**config.mk**
```make
export PLATFORM = sky130hd
export DESIGN_NAME = wheel_speed_pid_filtered_core
export DESIGN_NICKNAME = d
export VERILOG_FILES = /design/src/rtl/wspf_pkg.sv /design/src/rtl/wspf_serial_mac.sv /design/src/rtl/wspf_serial_div.sv /design/src/rtl/wheel_speed_pid_filtered_core.sv
export SDC_FILE = /design/constraint.sdc
export NUM_CORES = 2
export LEC_CHECK = 0
export ABC_AREA = 1
export BUFFER_PORTS_ARGS = -buffer_cell sky130_fd_sc_hd__clkbuf_2
export CAP_MARGIN = 20
export CORE_UTILIZATION = 32
export DETAILED_ROUTE_END_ITERATION = 7
export PLACE_DENSITY_LB_ADDON = 0.08
export SYNTH_ARGS = -nofsm -noshare
export SYNTH_HDL_FRONTEND = slang
export SYNTH_SLANG_ARGS = --single-unit
export TNS_END_PERCENT = 20
```
**constraint.sdc**
```tcl
create_clock -name clk_i -period 17.6 [get_ports clk_i]
set_input_delay 0.88 -clock clk_i [delete_from_list [all_inputs] [get_ports clk_i]]
set_output_delay 0.88 -clock clk_i [all_outputs]
set_load 0.03 [all_outputs]
```
**src/rtl/wspf_pkg.sv**
```systemverilog
// package of types, constants and helpers for the wheel speed pid core
package wspf_pkg;

  localparam int unsigned CfgIdxW = 3;
  localparam int unsigned CfgDataW = 16;

  typedef enum logic [CfgIdxW-1:0] {
    REG_KP   = 3'd0,
    REG_KI   = 3'd1,
    REG_KD   = 3'd2,
    REG_ILIM = 3'd3,
    REG_FALL = 3'd4
  } reg_idx_e;

  localparam logic [15:0] KpReset   = 16'd1331;
  localparam logic [15:0] KiReset   = 16'd333;
  localparam logic [15:0] KdReset   = 16'd0;
  localparam logic [14:0] IlimReset = 15'd960;
  localparam logic [14:0] FallReset = 15'd15360;

  // accumulator width for the serial multiply-add
  localparam int unsigned AccW = 64;
  // multiplier operand width for the bit-serial unit
  localparam int unsigned OpW = 40;
  localparam int unsigned CntW = $clog2(OpW + 1);

  typedef struct packed {
    logic signed [15:0] pitch_angle;
    logic signed [15:0] rpm_left;
    logic signed [15:0] rpm_right;
    logic signed [15:0] target_speed;
  } in_item_t;

  typedef struct packed {
    logic signed [31:0] drive_value;
    logic               fallen;
  } out_item_t;

  typedef enum logic [3:0] {
    ST_IDLE,
    ST_FILT,
    ST_FDIV,
    ST_ERR,
    ST_INT,
    ST_PTERM,
    ST_ITERM,
    ST_DTERM,
    ST_DDIV,
    ST_OUT
  } state_e;

endpackage

```
**src/rtl/wspf_serial_mac.sv**
```systemverilog
// bit-serial signed multiplier: one multiplier bit per cycle, adds into the product
module wspf_serial_mac (
  input  logic                              clk_i,
  input  logic                              rst_ni,
  input  logic                              start_i,
  input  logic signed [wspf_pkg::AccW-1:0] mcand_i,
  input  logic signed [wspf_pkg::OpW-1:0]  mplier_i,
  output logic                              busy_o,
  output logic signed [wspf_pkg::AccW-1:0] prod_o
);

  logic [wspf_pkg::CntW-1:0]        cnt_q, cnt_d;
  logic [wspf_pkg::OpW-1:0]         mpl_q, mpl_d;
  logic signed [wspf_pkg::AccW-1:0] mc_q, mc_d;
  logic signed [wspf_pkg::AccW-1:0] acc_q, acc_d;
  logic                             busy_q, busy_d;

  always_comb begin
    cnt_d  = cnt_q;
    mpl_d  = mpl_q;
    mc_d   = mc_q;
    acc_d  = acc_q;
    busy_d = busy_q;
    if (start_i) begin
      cnt_d  = '0;
      mpl_d  = mplier_i;
      mc_d   = mcand_i;
      acc_d  = '0;
      busy_d = 1'b1;
    end else if (busy_q) begin
      // top bit of a two's complement multiplier carries negative weight
      if (mpl_q[0]) begin
        if (cnt_q == wspf_pkg::CntW'(wspf_pkg::OpW - 1)) acc_d = acc_q - mc_q;
        else acc_d = acc_q + mc_q;
      end
      mc_d  = mc_q <<< 1;
      mpl_d = mpl_q >> 1;
      cnt_d = cnt_q + 1'b1;
      if (cnt_q == wspf_pkg::CntW'(wspf_pkg::OpW - 1)) busy_d = 1'b0;
    end
  end

  always_ff @(posedge clk_i or negedge rst_ni) begin
    if (!rst_ni) begin
      busy_q <= 1'b0;
      cnt_q  <= '0;
    end else begin
      busy_q <= busy_d;
      cnt_q  <= cnt_d;
    end
  end

  always_ff @(posedge clk_i) begin
    mpl_q <= mpl_d;
    mc_q  <= mc_d;
    acc_q <= acc_d;
  end

  assign busy_o = busy_q;
  assign prod_o = acc_q;

endmodule

```
**src/rtl/wspf_serial_div.sv**
```systemverilog
// restoring divider of a magnitude by a constant-width divisor, one quotient bit per cycle
module wspf_serial_div (
  input  logic                            clk_i,
  input  logic                            rst_ni,
  input  logic                            start_i,
  input  logic [wspf_pkg::AccW-1:0]       num_i,
  input  logic [15:0]                     den_i,
  output logic                            busy_o,
  output logic [wspf_pkg::AccW-1:0]       quo_o
);

  localparam int unsigned DCntW = $clog2(wspf_pkg::AccW + 1);

  logic [DCntW-1:0]           cnt_q, cnt_d;
  logic [wspf_pkg::AccW-1:0]  quo_q, quo_d;
  logic [16:0]                rem_q, rem_d;
  logic [15:0]                den_q, den_d;
  logic                       busy_q, busy_d;
  logic [16:0]                trial;

  always_comb begin
    cnt_d  = cnt_q;
    quo_d  = quo_q;
    rem_d  = rem_q;
    den_d  = den_q;
    busy_d = busy_q;
    trial  = {rem_q[15:0], quo_q[wspf_pkg::AccW-1]};
    if (start_i) begin
      cnt_d  = '0;
      quo_d  = num_i;
      rem_d  = '0;
      den_d  = den_i;
      busy_d = 1'b1;
    end else if (busy_q) begin
      if (trial >= {1'b0, den_q}) begin
        rem_d = trial - {1'b0, den_q};
        quo_d = {quo_q[wspf_pkg::AccW-2:0], 1'b1};
      end else begin
        rem_d = trial;
        quo_d = {quo_q[wspf_pkg::AccW-2:0], 1'b0};
      end
      cnt_d = cnt_q + 1'b1;
      if (cnt_q == DCntW'(wspf_pkg::AccW - 1)) busy_d = 1'b0;
    end
  end

  always_ff @(posedge clk_i or negedge rst_ni) begin
    if (!rst_ni) begin
      busy_q <= 1'b0;
      cnt_q  <= '0;
    end else begin
      busy_q <= busy_d;
      cnt_q  <= cnt_d;
    end
  end

  always_ff @(posedge clk_i) begin
    quo_q <= quo_d;
    rem_q <= rem_d;
    den_q <= den_d;
  end

  assign busy_o = busy_q;
  assign quo_o  = quo_q;

endmodule

```
**src/rtl/wheel_speed_pid_filtered_core.sv**
```systemverilog
// top level of the filtered wheel speed pid controller
//
// input channel in_valid_i / in_stall_o carries one sample per transaction
// (pitch, left and right wheel speed, target speed); output channel
// out_valid_o / out_stall_i returns one result per sample (drive value and
// fallen flag). gains and limits are written through cfg_we_i / cfg_idx_i /
// cfg_data_i while the block is idle.
// one sample at a time: the next sample is taken only once the current one
// has been written to the output register. the pace of a normal sample is
// set by the shared bit-serial multiplier (four products) and the bit-serial
// divider (two quotients); a fallen sample skips both. the result sits in an
// output register, so the next sample is accepted as soon as the current
// one is done and the result is either taken or parked there.
// reset restores the default gains and clears the filter, integral and
// previous error. while the receiver stalls the result holds and the block
// stalls input once it has a further result ready.
module wheel_speed_pid_filtered_core (
  input  logic                                clk_i,
  input  logic                                rst_ni,
  input  logic                                cfg_we_i,
  input  logic [wspf_pkg::CfgIdxW-1:0]        cfg_idx_i,
  input  logic [wspf_pkg::CfgDataW-1:0]       cfg_data_i,
  input  logic                                in_valid_i,
  output logic                                in_stall_o,
  input  wspf_pkg::in_item_t                  in_data_i,
  output logic                                out_valid_o,
  input  logic                                out_stall_i,
  output wspf_pkg::out_item_t                 out_data_o
);

  localparam int unsigned AccW = wspf_pkg::AccW;
  localparam int unsigned OpW  = wspf_pkg::OpW;

  // configuration registers
  logic [15:0] kp_q, ki_q, kd_q;
  logic [14:0] ilim_q, fall_q;

  always_ff @(posedge clk_i or negedge rst_ni) begin
    if (!rst_ni) begin
      kp_q   <= wspf_pkg::KpReset;
      ki_q   <= wspf_pkg::KiReset;
      kd_q   <= wspf_pkg::KdReset;
      ilim_q <= wspf_pkg::IlimReset;
      fall_q <= wspf_pkg::FallReset;
    end else if (cfg_we_i) begin
      case (cfg_idx_i)
        wspf_pkg::REG_KP:   kp_q   <= cfg_data_i;
        wspf_pkg::REG_KI:   ki_q   <= cfg_data_i;
        wspf_pkg::REG_KD:   kd_q   <= cfg_data_i;
        wspf_pkg::REG_ILIM: ilim_q <= cfg_data_i[14:0];
        wspf_pkg::REG_FALL: fall_q <= cfg_data_i[14:0];
        default: ;
      endcase
    end
  end

  // controller state
  wspf_pkg::state_e state_q, state_d;
  logic signed [27:0] filt_q, filt_d;
  logic signed [31:0] integ_q, integ_d;
  logic signed [16:0] perr_q, perr_d;
  logic signed [16:0] err_q, err_d;
  logic signed [AccW-1:0] sum_q, sum_d;
  wspf_pkg::in_item_t in_q, in_d;
  logic neg_q, neg_d;
  // fallen flag of the transaction in flight
  logic fallen_q, fallen_d;

  // output register
  logic out_valid_q, out_valid_d;
  wspf_pkg::out_item_t out_q, out_d;

  // shared serial units
  logic mul_start, mul_busy;
  logic signed [AccW-1:0] mcand;
  logic signed [OpW-1:0]  mplier;
  logic signed [AccW-1:0] prod;
  logic div_start, div_busy;
  logic [AccW-1:0] div_num, div_quo;
  logic [15:0] div_den;
  logic started_q, started_d;

  wspf_serial_mac u_mac (
    .clk_i    (clk_i),
    .rst_ni   (rst_ni),
    .start_i  (mul_start),
    .mcand_i  (mcand),
    .mplier_i (mplier),
    .busy_o   (mul_busy),
    .prod_o   (prod)
  );

  wspf_serial_div u_div (
    .clk_i   (clk_i),
    .rst_ni  (rst_ni),
    .start_i (div_start),
    .num_i   (div_num),
    .den_i   (div_den),
    .busy_o  (div_busy),
    .quo_o   (div_quo)
  );

  logic accept_in, out_free;
  logic [15:0] abs_pitch;
  logic signed [AccW-1:0] avg_ext, lim_ext, integ_new, quo_signed;
  logic signed [AccW-1:0] sat_hi, sat_lo;

  assign out_free  = !out_valid_q || !out_stall_i;
  assign in_stall_o = !(state_q == wspf_pkg::ST_IDLE);
  assign accept_in = in_valid_i && !in_stall_o;

  assign abs_pitch = in_data_i.pitch_angle[15] ? 16'(-in_data_i.pitch_angle)
                                               : in_data_i.pitch_angle;
  assign avg_ext = AccW'(signed'(17'(in_q.rpm_left) + 17'(in_q.rpm_right))) <<< 11;
  assign sat_hi  = AccW'(signed'(32'h7fffffff));
  assign sat_lo  = AccW'(signed'(32'h80000000));
  // quotient carries the sign of the dividend, rounding ties away from zero
  assign quo_signed = neg_q ? -signed'(div_quo) : signed'(div_quo);

  always_comb begin
    state_d     = state_q;
    filt_d      = filt_q;
    integ_d     = integ_q;
    perr_d      = perr_q;
    err_d       = err_q;
    sum_d       = sum_q;
    in_d        = in_q;
    neg_d       = neg_q;
    fallen_d    = fallen_q;
    started_d   = 1'b0;
    out_valid_d = out_valid_q && out_stall_i;
    out_d       = out_q;
    mul_start   = 1'b0;
    mcand       = '0;
    mplier      = '0;
    div_start   = 1'b0;
    div_num     = '0;
    div_den     = '0;
    lim_ext     = AccW'(ilim_q) * 100;
    integ_new   = AccW'(integ_q) + AccW'(err_q);

    case (state_q)
      wspf_pkg::ST_IDLE: begin
        if (accept_in) begin
          in_d = in_data_i;
          if ({1'b0, abs_pitch} > {2'b0, fall_q}) begin
            // fallen: clear integral and history, filter untouched
            integ_d = '0;
            perr_d  = '0;
            state_d = wspf_pkg::ST_OUT;
            sum_d   = '0;
            fallen_d = 1'b1;
          end else begin
            fallen_d = 1'b0;
            state_d = wspf_pkg::ST_FILT;
          end
        end
      end
      // 7 * filter via the multiplier, then add 3 * avg
      wspf_pkg::ST_FILT: begin
        if (!started_q) begin
          mul_start = 1'b1;
          mcand  = AccW'(filt_q);
          mplier = OpW'(7);
          started_d = 1'b1;
        end else if (!mul_busy) begin
          sum_d = prod + avg_ext + (avg_ext <<< 1);
          neg_d = (prod + avg_ext + (avg_ext <<< 1)) < 0;
          state_d = wspf_pkg::ST_FDIV;
        end else started_d = 1'b1;
      end
      wspf_pkg::ST_FDIV: begin
        if (!started_q) begin
          div_start = 1'b1;
          div_num = AccW'((neg_q ? -sum_q : sum_q) + 5);
          div_den = 16'd10;
          started_d = 1'b1;
        end else if (!div_busy) begin
          filt_d  = 28'(quo_signed);
          state_d = wspf_pkg::ST_ERR;
        end else started_d = 1'b1;
      end
      // rounded shift by 4096 is exact and cheap
      wspf_pkg::ST_ERR: begin
        if (filt_q < 0)
          err_d = 17'(in_q.target_speed) +
                  17'(((-AccW'(filt_q)) + 2048) >>> 12);
        else
          err_d = 17'(in_q.target_speed) -
                  17'((AccW'(filt_q) + 2048) >>> 12);
        state_d = wspf_pkg::ST_INT;
      end
      wspf_pkg::ST_INT: begin
        if (integ_new >= lim_ext) integ_d = 32'(lim_ext);
        else integ_d = 32'(integ_new);
        if (integ_new <= -lim_ext) integ_d = 32'(-lim_ext);
        state_d = wspf_pkg::ST_PTERM;
      end
      wspf_pkg::ST_PTERM: begin
        if (!started_q) begin
          mul_start = 1'b1;
          mcand  = AccW'(err_q) * 100;
          mplier = OpW'(kp_q);
          started_d = 1'b1;
        end else if (!mul_busy) begin
          sum_d = prod;
          state_d = wspf_pkg::ST_ITERM;
        end else started_d = 1'b1;
      end
      wspf_pkg::ST_ITERM: begin
        if (!started_q) begin
          mul_start = 1'b1;
          mcand  = AccW'(integ_q);
          mplier = OpW'(ki_q);
          started_d = 1'b1;
        end else if (!mul_busy) begin
          sum_d = sum_q + prod;
          state_d = wspf_pkg::ST_DTERM;
        end else started_d = 1'b1;
      end
      wspf_pkg::ST_DTERM: begin
        if (!started_q) begin
          mul_start = 1'b1;
          mcand  = (AccW'(err_q) - AccW'(perr_q)) * 10000;
          mplier = OpW'(kd_q);
          started_d = 1'b1;
        end else if (!mul_busy) begin
          sum_d = sum_q + prod;
          neg_d = (sum_q + prod) < 0;
          perr_d = err_q;
          state_d = wspf_pkg::ST_DDIV;
        end else started_d = 1'b1;
      end
      wspf_pkg::ST_DDIV: begin
        if (!started_q) begin
          div_start = 1'b1;
          div_num = AccW'((neg_q ? -sum_q : sum_q) + 12800);
          div_den = 16'd25600;
          started_d = 1'b1;
        end else if (!div_busy) begin
          // drive is the negated quotient
          sum_d = -quo_signed;
          state_d = wspf_pkg::ST_OUT;
        end else started_d = 1'b1;
      end
      wspf_pkg::ST_OUT: begin
        if (out_free) begin
          out_valid_d = 1'b1;
          out_d.fallen = fallen_q;
          if (sum_q > sat_hi) out_d.drive_value = 32'h7fffffff;
          else if (sum_q < sat_lo) out_d.drive_value = 32'h80000000;
          else out_d.drive_value = 32'(sum_q);
          state_d = wspf_pkg::ST_IDLE;
        end
      end
      default: state_d = wspf_pkg::ST_IDLE;
    endcase
  end

  always_ff @(posedge clk_i or negedge rst_ni) begin
    if (!rst_ni) begin
      state_q     <= wspf_pkg::ST_IDLE;
      filt_q      <= '0;
      integ_q     <= '0;
      perr_q      <= '0;
      out_valid_q <= 1'b0;
      started_q   <= 1'b0;
    end else begin
      state_q     <= state_d;
      filt_q      <= filt_d;
      integ_q     <= integ_d;
      perr_q      <= perr_d;
      out_valid_q <= out_valid_d;
      started_q   <= started_d;
    end
  end

  always_ff @(posedge clk_i) begin
    err_q    <= err_d;
    sum_q    <= sum_d;
    in_q     <= in_d;
    neg_q    <= neg_d;
    fallen_q <= fallen_d;
    out_q    <= out_d;
  end

  assign out_valid_o = out_valid_q;
  assign out_data_o  = out_q;

  // a fallen result always carries a zero drive value
  a_fallen_zero: assert property (@(posedge clk_i) disable iff (!rst_ni)
    out_valid_o && out_data_o.fallen |-> out_data_o.drive_value == 32'd0)
    else $error("fallen result with non-zero drive");

  // a stalled result stays put
  a_out_hold: assert property (@(posedge clk_i) disable iff (!rst_ni)
    out_valid_o && out_stall_i |=> out_valid_o && $stable(out_data_o))
    else $error("stalled result changed");

  // the integral never leaves its clamp
  a_integ_clamp: assert property (@(posedge clk_i) disable iff (!rst_ni)
    state_q == wspf_pkg::ST_PTERM |->
      (AccW'(integ_q) <= lim_ext) && (AccW'(integ_q) >= -lim_ext))
    else $error("integral outside clamp");

endmodule

```
==> metrics.md <==
| Metric | Value |
|---|---|
| Critical Path Slowest Stage Cell | `fa_1` |
| Number of warnings reported in the yosys synthesis log | `0` |
| Area added between synthesis and finish | `10.3%` |
| Library cell occupying the most area in the post-synthesis netlist | `edfxtp_1` |
| Measured slew at the worst slew-check pin | `1.10 ns` |
| Core ar. | `approximately 0.20 mm²` |
| Die Area | `0.204 mm²` |
| Detailed-placement wirelength estimate | `roughly 240000 µm` |
| Seq/Total Area, Yosys | `around a quarter` |
| Placed Area | `around 0.068 mm²` |
| Routed wire length per instance | `22.8 µm` |
| Clock root cell | `clkbuf_16` |
| Max cap viols | `0` |
| Crit-path max cell delay | `roughly 0.54 ns` |
| Placer congestion estimate | `roughly 0.97` |
| CTS buffer count | `80` |
| Post-detailed-route DRC marker count | `0` |
| Maximum number of pins on one net before global-route repair | `around 80` |
| Cell count of the worst reg-to-reg path | `31` |
| Vert. Die Dim | `between 400 and 500 µm` |
| Global Route Usage Sum | `a little over a quarter` |
| Achievable clock frequency | `around 0.13 GHz` |
| Bufs on Longest Clock Path | `3` |
| Final worst slack | `~9.9 ns` |
| Number of fill cells in the layout | `between 20000 and 25000` |
| Count of flip-flops with a built-in enable after synthesis | `310` |
| # hold bufs at CTS | `0` |
| Most Frequent Cell on Critical Path | `inv_1` |
| Crit path time final | `about 7.7 ns` |
| Run status | `finished clean` |
| Top cell type's share of synthesized area | `14.4%` |
| Critical setup path kind | `reg2reg` |
| Worst Setup Slack post-DPL | `9.79 ns` |
| Mean number of vias per cell | `5.27` |
| Area contributors post-synth | `edfxtp_1 (14%), nand2_1 (13%), ha_1 (11%)` |
| Post-route clock period utilization | `43.8%` |
| Setup TNS | `0 ns` |
| Total setup buffers inserted after CTS | `0` |
| Number of slew-limit violations in the final report | `0` |
| Static Leak | `32.5 nW` |
| Ratio of cells with drive above 1 in the final layout | `around 7.3%` |
| Relative slew slack | `between 20% and 30%` |
| Total number of H-tree levels | `3` |
| First-pass GRT wire length | `419000 µm` |
| Commonest non-fill, non-tap cell in the layout | `nand2_1` |
| Number of instances in the synthesized netlist | `between 9000 and 10000` |
| # clock sinks | `about 570` |
| Post-layout net count | `~11000` |
| Worst IR drop on VDD | `about 70 µV` |
| Sort of element at the end of the critical path | `flop` |
| Critical path data arrival time | `8.19 ns` |
| Commonest non-fill, non-tap cells in the layout | `nand2_1 (2291), inv_1 (1336), nor2_1 (1146), nand3_1 (729), a21oi_1 (672)` |
| Startpoint kind of the worst setup timing path | `flop` |
| Antenna violations before repair | `8` |
| Endpoint required time on the critical path | `around 18 ns` |
| Flop and latch count out of synthesis | `around 570` |
| Hold Path Class | `in2async` |
| Largest fanout on the critical path | `32` |
| Number of hold-slack violations in the final timing report | `0` |
| FFs w/ async S/R, synth | `between 30% and 40%` |
| Synth Flop Type | `edfxtp_1` |
| CTS resizes | `0` |
| P per Cell Area | `around 57 mW/mm²` |
| Port Buffers | `between 100 and 150` |
| Total non-filler cell area in the finished layout | `between 0.07 and 0.08 mm²` |
| 1st-iter DRT viols | `5533` |
| Total number of placement rows | `between 150 and 200` |
| Netlist area before placement | `around 0.065 mm²` |
| Number of vias in the routed layout | `approximately 66000` |
| Sum of routed wire length over all layers | `between 200000 and 300000 µm` |
| Congestion Overflow GR | `0` |
| Number of setup violations in the final report | `0` |
| Io pins | `between 100 and 150` |
| Number of global-route vias before repair | `~63000` |
| Clock tree from TritonCTS | `done` |
| Antenna viol nets, final | `0` |
| First-pass iteration count of the detailed router | `7` |
| Insertion delay of the later-clocked pin in the worst-skew pair | `just under 0.8 ns` |
| Die boundary width | `452 µm` |
| Unrepaired setup endpoints after global routing | `false` |
| Initial core utilization | `roughly a third` |
| Number of distinct library cells after synthesis | `76` |
| Post-synthesis net count | `10500` |
| Synth Area per Inst | `roughly 6.6 µm²` |
| Post-Route Skew | `between 0.07 and 0.08 ns` |
| Clk pin slew, worst setup/hold paths | `approximately 0.060 ns` |
[worst paths after layout]
kind | from | endpoint | slack [ns]
worst max-delay path | err_q[0] | u_mac.mc_q[52] | 9.89
worst min register to register | fallen_q | out_data_o[0] | 0.42
worst max register to register | err_q[0] | u_mac.mc_q[52] | 9.89
min in group clk_i | in_data_i[6] | in_q[6] | 0.31
max in group asynchronous | rst_ni | filt_q[7] | 15.41
worst min-delay path | rst_ni | fall_q[8] | 0.14
[report_power, final]
| group | total, mW | internal [mW] | switching, mW | leakage, nW |
|---|---|---|---|---|
| clock | 1.77 | 1.02 | 0.746 | 1.38 |
| combinational | 0.812 | 0.285 | 0.527 | 25.6 |
| sequential | 1.45 | 1.43 | 0.0239 | 5.49 |
| total | 4.03 | 2.74 | 1.30 | 32.5 |
[worst max-delay path: cells and delay by family (launching register included)]
family          cells  cell delay, ns
compound gates      9            1.44
fa+ha+maj           8            3.26
flops               1            0.44
simple gates        6            0.91
xor+xnor            1            0.53
buf+inv             7            0.84
[flip-flops by register name, summed over array words and instances, names as in the netlist, 28 cells and up]
register	flops
sum_q	64
u_mac.prod_o	64
filt_q	28
integ_q	32
u_mac.mc_q	64
in_q	48
u_div.quo_o	64
out_data_o	33
[Yosys cell counts (all sizes together) (115+ instances only)]
library cell and instances:
nand2 2371, xor2 236, edfxtp 310, o21ai 722
ha 577, clkbuf 131, a21oi 680, dfrtp 157
nor3 115, inv 1400, nand3 758, nand4 155
nor2 1278
[final cells by class]
| class | count | area [µm²] | area share, % |
|---|---|---|---|
| diodes | 1 | 2.50 | 0.00351 |
| clock buffers | 111 | 2350 | 3.29 |
| clock inverters | 39 | 509 | 0.714 |
| inverters | 1410 | 5290 | 7.42 |
| multi-input cells | 7613 | 43300 | 60.8 |
| flip-flops and latches | 566 | 15300 | 21.5 |
| well taps | 2656 | 3320 | 4.66 |
| repair buffers | 190 | 1160 | 1.63 |
[per-stage QoR]
step	std cells	utilization, %	total power, mW	hold WS [ns]
after floorplan	9775	-	2.08	0.400
after global placement	12400	34.2	2.28	0.402
after detailed placement	12400	34.2	2.29	0.406
after CTS	12600	35.6	4.09	0.119
after global routing	12600	35.6	4.26	0.187
final	12600	35.6	4.03	0.143
[logic make-up (layout without fill, tap and decap cells)]
kind of cell	Yosys count	in the layout	share of synthesized area, %
flip-flops	566	566	23.7
other	0	1	0
XOR/XNOR	293	293	4.05
AND/OR/NAND/NOR	4853	4853	33.0
buffers and inverters	1596	1750	9.46
AO/OA/AOI/OAI	1792	1792	15.5
adder cells (fa/ha/maj)	675	675	14.2
[metal layers]
metal | track usage (%) | part of all wire [%] | vias up
li1 | - | - | 32700
met1 | 36.5 | 45 | 31500
met2 | 46.2 | 47 | 1810
met3 | 2.63 | 4.7 | 338
met4 | 9.12 | 3.4 | 2
met5 | 0 | 0.0045 | -
Power figures use the tool's default switching activity.
